**config.mk**
```make
export PLATFORM = sky130hd
export DESIGN_NAME = led_mode_menu_controller_top
export DESIGN_NICKNAME = d
export VERILOG_FILES = /design/src/sv/lmmc_pkg.sv /design/src/sv/led_mode_menu_controller_top.sv
export SDC_FILE = /design/constraint.sdc
export NUM_CORES = 1
export LEC_CHECK = 0
export BUFFER_PORTS_ARGS = -buffer_cell sky130_fd_sc_hd__buf_2
export CAP_MARGIN = 20
export CORE_MARGIN = 2
export CORE_UTILIZATION = 63
export DETAILED_ROUTE_END_ITERATION = 10
export PLACE_DENSITY = 0.82
export SYNTH_ARGS = -nofsm -noshare
export SYNTH_HDL_FRONTEND = slang
export SYNTH_SLANG_ARGS = --single-unit
```
**constraint.sdc**
```tcl
create_clock -name clk -period 6.15 [get_ports clk]
set_clock_uncertainty 0.2 [all_clocks]
set_input_delay 1.23 -clock clk [delete_from_list [all_inputs] [get_ports clk]]
set_output_delay 1.23 -clock clk [all_outputs]
set_load 0.1 [all_outputs]
```
**src/sv/lmmc_pkg.sv**
```systemverilog
`default_nettype none

package lmmc_pkg;

	// Width of the configuration write data (widest register)
	localparam int unsigned CFG_DATA_W  = 16;
	localparam int unsigned CFG_INDEX_W = 3;
	localparam int unsigned HOLD_W      = 10;
	localparam int unsigned DUTY_W      = 8;
	localparam int unsigned MODE_W      = 3;

	localparam logic [HOLD_W-1:0] HOLD_MAX = 10'd1023;
	localparam logic [DUTY_W-1:0] DUTY_MAX = 8'd255;

	// Register indexes
	typedef enum logic [CFG_INDEX_W-1:0] {
		REG_BLINK_HALF_A    = 3'd0,
		REG_BLINK_HALF_B    = 3'd1,
		REG_BLINK_HALF_C    = 3'd2,
		REG_TOGGLE_INTERVAL = 3'd3,
		REG_FADE_INTERVAL   = 3'd4,
		REG_FADE_STEP       = 3'd5,
		REG_DEBOUNCE_TICKS  = 3'd6
	} reg_index_t;

	// Register reset values
	localparam logic [15:0]       RST_BLINK_HALF_A    = 16'd50;
	localparam logic [15:0]       RST_BLINK_HALF_B    = 16'd100;
	localparam logic [15:0]       RST_BLINK_HALF_C    = 16'd200;
	localparam logic [15:0]       RST_TOGGLE_INTERVAL = 16'd100;
	localparam logic [15:0]       RST_FADE_INTERVAL   = 16'd50;
	localparam logic [7:0]        RST_FADE_STEP       = 8'd2;
	localparam logic [HOLD_W-1:0] RST_DEBOUNCE_TICKS  = 10'd100;

	typedef enum logic [MODE_W-1:0] {
		MODE_OFF     = 3'd0,
		MODE_BLINK_A = 3'd1,
		MODE_BLINK_B = 3'd2,
		MODE_BLINK_C = 3'd3,
		MODE_TOGGLE  = 3'd4,
		MODE_FADE    = 3'd5
	} mode_t;

endpackage

`default_nettype wire

```
**src/sv/led_mode_menu_controller_top.sv**
```systemverilog
`default_nettype none
// LED mode menu controller: one button tick in, one LED/fade result out.
// The result is registered: valid at the output register in the cycle after the input transfer.
// Throughput: one tick per clock while the receiver takes results; the single-pass
// update of the debounce, mode and timer registers is combinational. A result
// held back by the receiver stalls the input until that result is transferred.
// Reset (arst_n low, asynchronous): config and state registers at their defaults, mode off, no result.
module led_mode_menu_controller_top #(
	parameter int unsigned TIMER_WIDTH = 16
) (
	input  wire                                   clk,
	input  wire                                   arst_n,
	// configuration write port
	input  wire                                   cfg_wr_en,
	input  wire  [lmmc_pkg::CFG_INDEX_W-1:0]      cfg_index,
	input  wire  [lmmc_pkg::CFG_DATA_W-1:0]       cfg_data,
	// tick input
	input  wire                                   in_valid,
	output logic                                  in_ready,
	input  wire                                   button_level,
	// result output
	output logic                                  out_valid,
	input  wire                                   out_ready,
	output logic                                  led_on,
	output logic [lmmc_pkg::DUTY_W-1:0]           fade_duty,
	output logic [lmmc_pkg::MODE_W-1:0]           current_mode
);

	// Compare width: wide enough for both the timer and a 16-bit interval, so an
	// interval above the timer's saturation value never fires.
	localparam int unsigned CMP_W = (TIMER_WIDTH > 16) ? TIMER_WIDTH : 16;
	localparam logic [TIMER_WIDTH-1:0] TIMER_MAX = {TIMER_WIDTH{1'b1}};

	// ---------------------------------------------------------------- config
	logic [15:0]                         blink_half_a_q;
	logic [15:0]                         blink_half_b_q;
	logic [15:0]                         blink_half_c_q;
	logic [15:0]                         toggle_interval_q;
	logic [15:0]                         fade_interval_q;
	logic [7:0]                          fade_step_q;
	logic [lmmc_pkg::HOLD_W-1:0]         debounce_ticks_q;

	always_ff @(posedge clk or negedge arst_n) begin
		if (!arst_n) begin
			blink_half_a_q    <= lmmc_pkg::RST_BLINK_HALF_A;
			blink_half_b_q    <= lmmc_pkg::RST_BLINK_HALF_B;
			blink_half_c_q    <= lmmc_pkg::RST_BLINK_HALF_C;
			toggle_interval_q <= lmmc_pkg::RST_TOGGLE_INTERVAL;
			fade_interval_q   <= lmmc_pkg::RST_FADE_INTERVAL;
			fade_step_q       <= lmmc_pkg::RST_FADE_STEP;
			debounce_ticks_q  <= lmmc_pkg::RST_DEBOUNCE_TICKS;
		end else if (cfg_wr_en) begin
			// Drop writes to indexes beyond the register list
			case (lmmc_pkg::reg_index_t'(cfg_index))
				lmmc_pkg::REG_BLINK_HALF_A:    blink_half_a_q    <= cfg_data;
				lmmc_pkg::REG_BLINK_HALF_B:    blink_half_b_q    <= cfg_data;
				lmmc_pkg::REG_BLINK_HALF_C:    blink_half_c_q    <= cfg_data;
				lmmc_pkg::REG_TOGGLE_INTERVAL: toggle_interval_q <= cfg_data;
				lmmc_pkg::REG_FADE_INTERVAL:   fade_interval_q   <= cfg_data;
				lmmc_pkg::REG_FADE_STEP:       fade_step_q       <= cfg_data[7:0];
				lmmc_pkg::REG_DEBOUNCE_TICKS:
					debounce_ticks_q <= cfg_data[lmmc_pkg::HOLD_W-1:0];
				default: ;
			endcase
		end
	end

	// ---------------------------------------------------------------- state
	logic                                last_raw_q;
	logic                                stable_level_q;
	logic [lmmc_pkg::HOLD_W-1:0]         hold_count_q;
	lmmc_pkg::mode_t                     mode_q;
	logic [TIMER_WIDTH-1:0]              phase_count_q;
	logic                                led_level_q;
	logic [lmmc_pkg::DUTY_W-1:0]         brightness_q;
	logic                                fade_rising_q;
	logic [TIMER_WIDTH-1:0]              fade_count_q;
	logic [lmmc_pkg::DUTY_W-1:0]         duty_out_q;

	logic                                stable_level_d;
	logic [lmmc_pkg::HOLD_W-1:0]         hold_count_d;
	lmmc_pkg::mode_t                     mode_d;
	logic [TIMER_WIDTH-1:0]              phase_count_d;
	logic                                led_level_d;
	logic [lmmc_pkg::DUTY_W-1:0]         brightness_d;
	logic                                fade_rising_d;
	logic [TIMER_WIDTH-1:0]              fade_count_d;
	logic [lmmc_pkg::DUTY_W-1:0]         duty_out_d;
	logic                                led_out_d;

	logic                                in_xfer;
	logic                                mode_adv;
	logic [TIMER_WIDTH-1:0]              phase_base;
	logic [TIMER_WIDTH-1:0]              fade_base;
	logic [TIMER_WIDTH-1:0]              phase_inc;
	logic [TIMER_WIDTH-1:0]              fade_inc;
	logic [15:0]                         period;
	logic [lmmc_pkg::DUTY_W:0]           bright_sum;

	assign in_ready = !out_valid || out_ready;
	assign in_xfer  = in_valid && in_ready;

	// Debounce and mode advance
	always_comb begin
		stable_level_d = stable_level_q;
		hold_count_d   = hold_count_q;
		mode_d         = mode_q;
		mode_adv       = 1'b0;
		if (button_level != last_raw_q) begin
			// any raw change restarts the hold
			hold_count_d = '0;
		end else if (hold_count_q >= debounce_ticks_q) begin
			if (button_level != stable_level_q) begin
				stable_level_d = button_level;
				if (button_level) begin
					mode_adv = 1'b1;
					mode_d   = (mode_q == lmmc_pkg::MODE_FADE) ? lmmc_pkg::MODE_OFF
					         : lmmc_pkg::mode_t'(mode_q + 3'd1);
				end
			end
		end else if (hold_count_q < lmmc_pkg::HOLD_MAX) begin
			hold_count_d = hold_count_q + 1'b1;
		end
	end

	// Mode behavior, seen after a possible mode change
	always_comb begin
		phase_base = mode_adv ? '0 : phase_count_q;
		fade_base  = mode_adv ? '0 : fade_count_q;
		phase_inc  = (phase_base == TIMER_MAX) ? TIMER_MAX : phase_base + 1'b1;
		fade_inc   = (fade_base == TIMER_MAX) ? TIMER_MAX : fade_base + 1'b1;
		bright_sum = {1'b0, brightness_q} + {1'b0, fade_step_q};

		phase_count_d = phase_base;
		fade_count_d  = fade_base;
		led_level_d   = mode_adv ? 1'b0 : led_level_q;
		brightness_d  = brightness_q;
		fade_rising_d = fade_rising_q;
		duty_out_d    = duty_out_q;
		led_out_d     = 1'b0;

		case (mode_d)
			lmmc_pkg::MODE_BLINK_A: period = blink_half_a_q;
			lmmc_pkg::MODE_BLINK_B: period = blink_half_b_q;
			lmmc_pkg::MODE_BLINK_C: period = blink_half_c_q;
			default:                period = toggle_interval_q;
		endcase

		case (mode_d) inside
			[lmmc_pkg::MODE_BLINK_A:lmmc_pkg::MODE_TOGGLE]: begin
				phase_count_d = phase_inc;
				if (CMP_W'(phase_inc) >= CMP_W'(period)) begin
					led_level_d   = !led_level_d;
					phase_count_d = '0;
				end
				led_out_d = led_level_d;
			end
			lmmc_pkg::MODE_FADE: begin
				fade_count_d = fade_inc;
				if (CMP_W'(fade_inc) >= CMP_W'(fade_interval_q)) begin
					fade_count_d = '0;
					duty_out_d   = brightness_q;
					if (fade_rising_q) begin
						// saturate at the top and turn around
						if (bright_sum >= {1'b0, lmmc_pkg::DUTY_MAX}) begin
							brightness_d  = lmmc_pkg::DUTY_MAX;
							fade_rising_d = 1'b0;
						end else begin
							brightness_d = bright_sum[lmmc_pkg::DUTY_W-1:0];
						end
					end else begin
						if (brightness_q <= fade_step_q) begin
							brightness_d  = '0;
							fade_rising_d = 1'b1;
						end else begin
							brightness_d = brightness_q - fade_step_q;
						end
					end
				end
			end
			default: ;
		endcase
	end

	// Advance state only on an input transfer
	always_ff @(posedge clk or negedge arst_n) begin
		if (!arst_n) begin
			last_raw_q     <= 1'b1;
			stable_level_q <= 1'b0;
			hold_count_q   <= '0;
			mode_q         <= lmmc_pkg::MODE_OFF;
			phase_count_q  <= '0;
			led_level_q    <= 1'b0;
			brightness_q   <= '0;
			fade_rising_q  <= 1'b1;
			fade_count_q   <= '0;
			duty_out_q     <= '0;
		end else if (in_xfer) begin
			last_raw_q     <= button_level;
			stable_level_q <= stable_level_d;
			hold_count_q   <= hold_count_d;
			mode_q         <= mode_d;
			phase_count_q  <= phase_count_d;
			led_level_q    <= led_level_d;
			brightness_q   <= brightness_d;
			fade_rising_q  <= fade_rising_d;
			fade_count_q   <= fade_count_d;
			duty_out_q     <= duty_out_d;
		end
	end

	// ---------------------------------------------------------------- result
	always_ff @(posedge clk or negedge arst_n) begin
		if (!arst_n) begin
			out_valid <= 1'b0;
		end else if (in_xfer) begin
			out_valid <= 1'b1;
		end else if (out_ready) begin
			out_valid <= 1'b0;
		end
	end

	// Hold the payload until the result transfer; load on every input transfer
	always_ff @(posedge clk) begin
		if (in_xfer) begin
			led_on       <= led_out_d;
			fade_duty    <= duty_out_d;
			current_mode <= mode_d;
		end
	end

endmodule

`default_nettype wire
```
==> impl_results.rst <==
.. list-table::
   :header-rows: 1

   * - Metric
     - Value
   * - Status
     - complete, no violations
   * - Number of instances in the synthesized netlist
     - 966
   * - Portion of the post-synthesis area used by sequential elements
     - 44.9%
   * - Met2 Routed Length
     - 11300 um
   * - Num ports
     - 39
   * - Max-slew violations
     - 0
   * - Period minus WS final
     - 5770 ps
   * - Cts bufs inserted
     - 17
   * - Core area
     - 15700 sq um
   * - Detailed-route DRC error count
     - 0
   * - Post-detailed-route count of antenna-violating nets
     - 0
   * - Reg-to-reg startpoint
     - debounce_ticks_q[6]$_DFFE_PN1P_
   * - Final hold violation count
     - 0
   * - Die width
     - 130 um
   * - Highest signal layer in the routed design
     - met4
   * - H-Tree Level Count
     - 4
   * - Total of hold buffers inserted after clock tree synthesis
     - 0
   * - Critical path fanouts, max
     - 7
   * - Row count
     - 46
   * - Startpoint of the lowest-slack hold path
     - duty_out_q[0]$_DFFE_PN0P_
   * - Number of nets produced by synthesis
     - 1055
   * - Routed wire length on met3
     - 1100 um
   * - Endpoint of the lowest-slack register-to-register path
     - led_level_q$_DFFE_PN0P_
   * - End of the worst hold path
     - duty_out_q[0]$_DFFE_PN0P_
   * - Number of antenna cells inserted
     - 0
   * - Global-route wire length before repair
     - 37500 um
   * - Reg2Reg Depth
     - 24
   * - Clk_lat worst skew
     - 440 ps
   * - Clk buf depth
     - 2
   * - Peak ir drop on the vdd network
     - 0.280 mV
   * - Detail Placement HPWL
     - 15500 um
   * - Total power per unit cell area
     - 349 nW/um^2
   * - Critical path endpoint category
     - register
   * - Number of cells traversed by the worst hold path
     - 2
   * - Slew @ Worst Pin
     - 1050 ps
   * - Total die area
     - 16900 sq um
   * - Total routing resource utilization after global routing
     - 28.7%
   * - Count of flip-flops with a built-in enable after synthesis
     - 12
   * - Detailed-router iteration count before antenna repair
     - 7
   * - Pin count of the biggest net entering global routing
     - 67
   * - Synthesized cell area
     - 10000 sq um
   * - Setup Crit Path Kind
     - reg2reg
   * - R2R Setup Slk
     - 380 ps
   * - Vertical die dimension
     - 130 um
   * - Final setup fails
     - 0
   * - Num Clock Sinks
     - 176
   * - Max Cap Viol
     - 0
   * - Area added between synthesis and finish
     - 11.4%
   * - Vias per std cell
     - 6.28
   * - Type of the worst min-delay path
     - reg2reg
   * - Overflow left after global routing
     - 0
   * - Vias in the first global route
     - 7544
   * - Vias post-DR
     - 7773
   * - Launching element type of the critical path
     - register
   * - Slowest library cell on the worst path
     - sky130_fd_sc_hd__o41ai_4
   * - Required time worst endpoint
     - 6280 ps
   * - RePlAce Congestion
     - 0.922
   * - Critical Path Source
     - debounce_ticks_q[6]$_DFFE_PN1P_
   * - Layout Utilization
     - 70.9%
   * - Fill cell count
     - 1139
   * - Setup Total Neg Slack
     - 0 ps
   * - Clock Root Buffer
     - sky130_fd_sc_hd__clkbuf_16
   * - Initial antenna violation count
     - 0
   * - Synthesis warning total
     - 0
   * - Count of different cell masters after synthesis
     - 71
   * - Share of synthesized registers carrying an async set or reset
     - 93.2%
   * - Headroom to the max-slew limit
     - 29.3%
   * - Arrival @ worst endpoint
     - 5890 ps
   * - Port-buffer cells
     - 38
   * - Initial Util
     - 63.6%
   * - Average cell area after synthesis
     - 10.4 sq um
   * - RSZ-0062 raised after global routing
     - no
   * - First-iteration detailed-routing DRC count
     - 778
   * - Wirelength, routed
     - 22900 um
   * - Flops & latches, synth
     - 176
   * - Critical path cell sequence
     - inv_1 > ha_1 > nand4_1 > o41ai_4 > o211ai_1 > buf_4 > buf_4 > and2_1 > ha_1 > nand4_1 > or2_2 > nor2_1 > and3_1 > nand4_1 > buf_4 > o21ai_0 > ha_1 > o2111ai_1 > a2111oi_1 > o41ai_1 > o211ai_1 > nor2b_1 > mux2i_1 > nand2_1
   * - Most used flip-flop cell after synthesis
     - sky130_fd_sc_hd__dfrtp_1
   * - Static leakage power
     - 0.00502 uW
   * - Crit path largest cell delay
     - 550 ps
   * - Wire per inst
     - 18.5 um
   * - CTS clk-pin slew, worst paths
     - 60 ps
   * - Proportion of layout cells with a drive suffix above 1
     - 22.8%
   * - Routed metal-1 wirelength
     - 9880 um
   * - Final Cycle Share
     - 93.8%
   * - Maximum achievable frequency
     - 0.173 GHz
   * - Layout net count
     - 1097
   * - Clock tree from TritonCTS
     - done
area by class of cell:
class / count / area, sq um / area share (%)
clock buffer: 20 / 478 / 4.29
inverter: 68 / 255 / 2.29
multi-input combinational: 682 / 5150 / 46.3
sequential: 176 / 4490 / 40.3
timing repair buffer: 63 / 392 / 3.52
clock inverter: 12 / 96.3 / 0.865
tap: 216 / 270 / 2.43
per-layer routing:
layer | GRT usage (%) | vias up
met2 | 47.8 | 260
li1 | - | 3608
met4 | 11.9 | 0
met1 | 37.6 | 3847
met5 | 0 | -
met3 | 4.80 | 58
per-stage QoR:
stage	total power [uW]	cells	area (sq um)	setup slack (ps)	hold WS (ps)
2_1_floorplan	2490	966	10000	428	230
3_5_place_dp	2820	1199	10500	-25.9	260
3_3_place_gp	2770	1199	10500	127	246
6_report	3890	1237	11100	382	284
4_1_cts	3880	1232	11100	123	282
5_1_grt	4130	1237	11100	60.9	317
worst max path at each step:
stage / to / cells past startpoint / slack, ps
floorplan: duty_out_q[1]$_DFFE_PN0P_ / 21 / 430
global placement: led_level_q$_DFFE_PN0P_ / 20 / 130
detailed placement: phase_count_q[0]$_DFFE_PN0P_ / 20 / -30
CTS: led_level_q$_DFFE_PN0P_ / 22 / 120
global route: brightness_q[3]$_DFFE_PN0P_ / 25 / 60
finish: led_level_q$_DFFE_PN0P_ / 24 / 380
worst max-delay path, delay by kind of cell (launching register included):
family | cells | cell delay [ps]
AOI/OAI and AO/OA | 7 | 1970
and+or+nand+nor | 9 | 1440
adders and majority gates | 3 | 830
DFF | 1 | 520
buffers and inverters | 4 | 510
muxes | 1 | 200
cells in the mapped netlist, types with 4 or more instances:
cell type / count / area share [%]
sky130_fd_sc_hd__xor2_1: 12 / 1.1
sky130_fd_sc_hd__inv_1: 68 / 2.6
sky130_fd_sc_hd__and2_1: 10 / 0.63
sky130_fd_sc_hd__nor3b_1: 4 / 0.30
sky130_fd_sc_hd__a21boi_0: 7 / 0.53
sky130_fd_sc_hd__nand2b_1: 10 / 0.63
sky130_fd_sc_hd__nand3_1: 31 / 1.6
sky130_fd_sc_hd__nor2b_1: 5 / 0.31
sky130_fd_sc_hd__dfrtp_1: 143 / 36
sky130_fd_sc_hd__or3_1: 6 / 0.38
sky130_fd_sc_hd__a21oi_1: 24 / 1.2
sky130_fd_sc_hd__a222oi_1: 16 / 1.6
sky130_fd_sc_hd__a22o_1: 20 / 1.8
sky130_fd_sc_hd__nand4_1: 13 / 0.81
sky130_fd_sc_hd__dfstp_2: 21 / 5.5
sky130_fd_sc_hd__buf_2: 10 / 0.50
sky130_fd_sc_hd__xnor2_1: 24 / 2.1
sky130_fd_sc_hd__clkbuf_1: 29 / 1.1
sky130_fd_sc_hd__nand2_1: 64 / 2.4
sky130_fd_sc_hd__o21ai_0: 84 / 4.2
sky130_fd_sc_hd__edfxtp_1: 12 / 3.6
sky130_fd_sc_hd__a21o_1: 6 / 0.45
sky130_fd_sc_hd__and3_1: 8 / 0.50
sky130_fd_sc_hd__ha_1: 62 / 7.8
sky130_fd_sc_hd__nor3_1: 25 / 1.3
sky130_fd_sc_hd__a21boi_1: 9 / 0.68
sky130_fd_sc_hd__nor2_1: 48 / 1.8
sky130_fd_sc_hd__mux2_2: 97 / 11
sky130_fd_sc_hd__o211ai_1: 4 / 0.30
sky130_fd_sc_hd__nand4b_1: 4 / 0.35
sky130_fd_sc_hd__a31oi_1: 16 / 1.0
sky130_fd_sc_hd__a211oi_1: 9 / 0.68
cell usage in the layout (no fill, tap or decap), types with 12 or more instances in the layout:
master                        n
sky130_fd_sc_hd__o21ai_0     84
sky130_fd_sc_hd__inv_1       68
sky130_fd_sc_hd__buf_2       37
sky130_fd_sc_hd__a22o_1      20
sky130_fd_sc_hd__ha_1        62
sky130_fd_sc_hd__a21oi_1     24
sky130_fd_sc_hd__dfstp_2     21
sky130_fd_sc_hd__nand2_1     63
sky130_fd_sc_hd__a31oi_1     16
sky130_fd_sc_hd__nor2_1      47
sky130_fd_sc_hd__nor3_1      22
sky130_fd_sc_hd__buf_4       24
sky130_fd_sc_hd__nand3_1     30
sky130_fd_sc_hd__nand4_1     13
sky130_fd_sc_hd__a222oi_1    16
sky130_fd_sc_hd__dfrtp_1    143
sky130_fd_sc_hd__mux2_2      97
sky130_fd_sc_hd__xor2_1      12
sky130_fd_sc_hd__clkbuf_16   18
sky130_fd_sc_hd__edfxtp_1    12
sky130_fd_sc_hd__xnor2_1     24
flip-flops by register name, indices dropped and copies added, names as in the netlist, 10 cells and up:
register / cells
hold_count_q: 10
phase_count_q: 16
fade_count_q: 16
fade_interval_q: 16
blink_half_b_q: 16
blink_half_a_q: 16
toggle_interval_q: 16
blink_half_c_q: 16
debounce_ticks_q: 10
report_power, final:
part / switching (uW) / total [uW] / internal, uW / leakage, uW
logic: 718 / 1250 / 528 / 0.00262
registers: 173 / 1590 / 1420 / 0.00212
clock network: 480 / 1050 / 571 / 0.000284
cells by family (layout without fill, tap and decap cells):
family / after synthesis / in the layout / share of synthesized area, %
XOR/XNOR: 36 / 36 / 3.15
flip-flops: 176 / 176 / 44.9
multiplexers: 100 / 100 / 11.2
buffers and inverters: 108 / 163 / 4.18
AND/OR/NAND/NOR: 246 / 246 / 12.3
AO/OA/AOI/OAI: 236 / 236 / 16.0
adder cells (fa/ha/maj): 64 / 64 / 8.16
repair_timing:
item | in CTS | in global routing
setup buffers | 1 | 3
gates resized for setup | 0 | 7
pin swaps | 1 | 3
endpoints found under the setup margin | 17 | 56
Power figures use the tool's default switching activity.
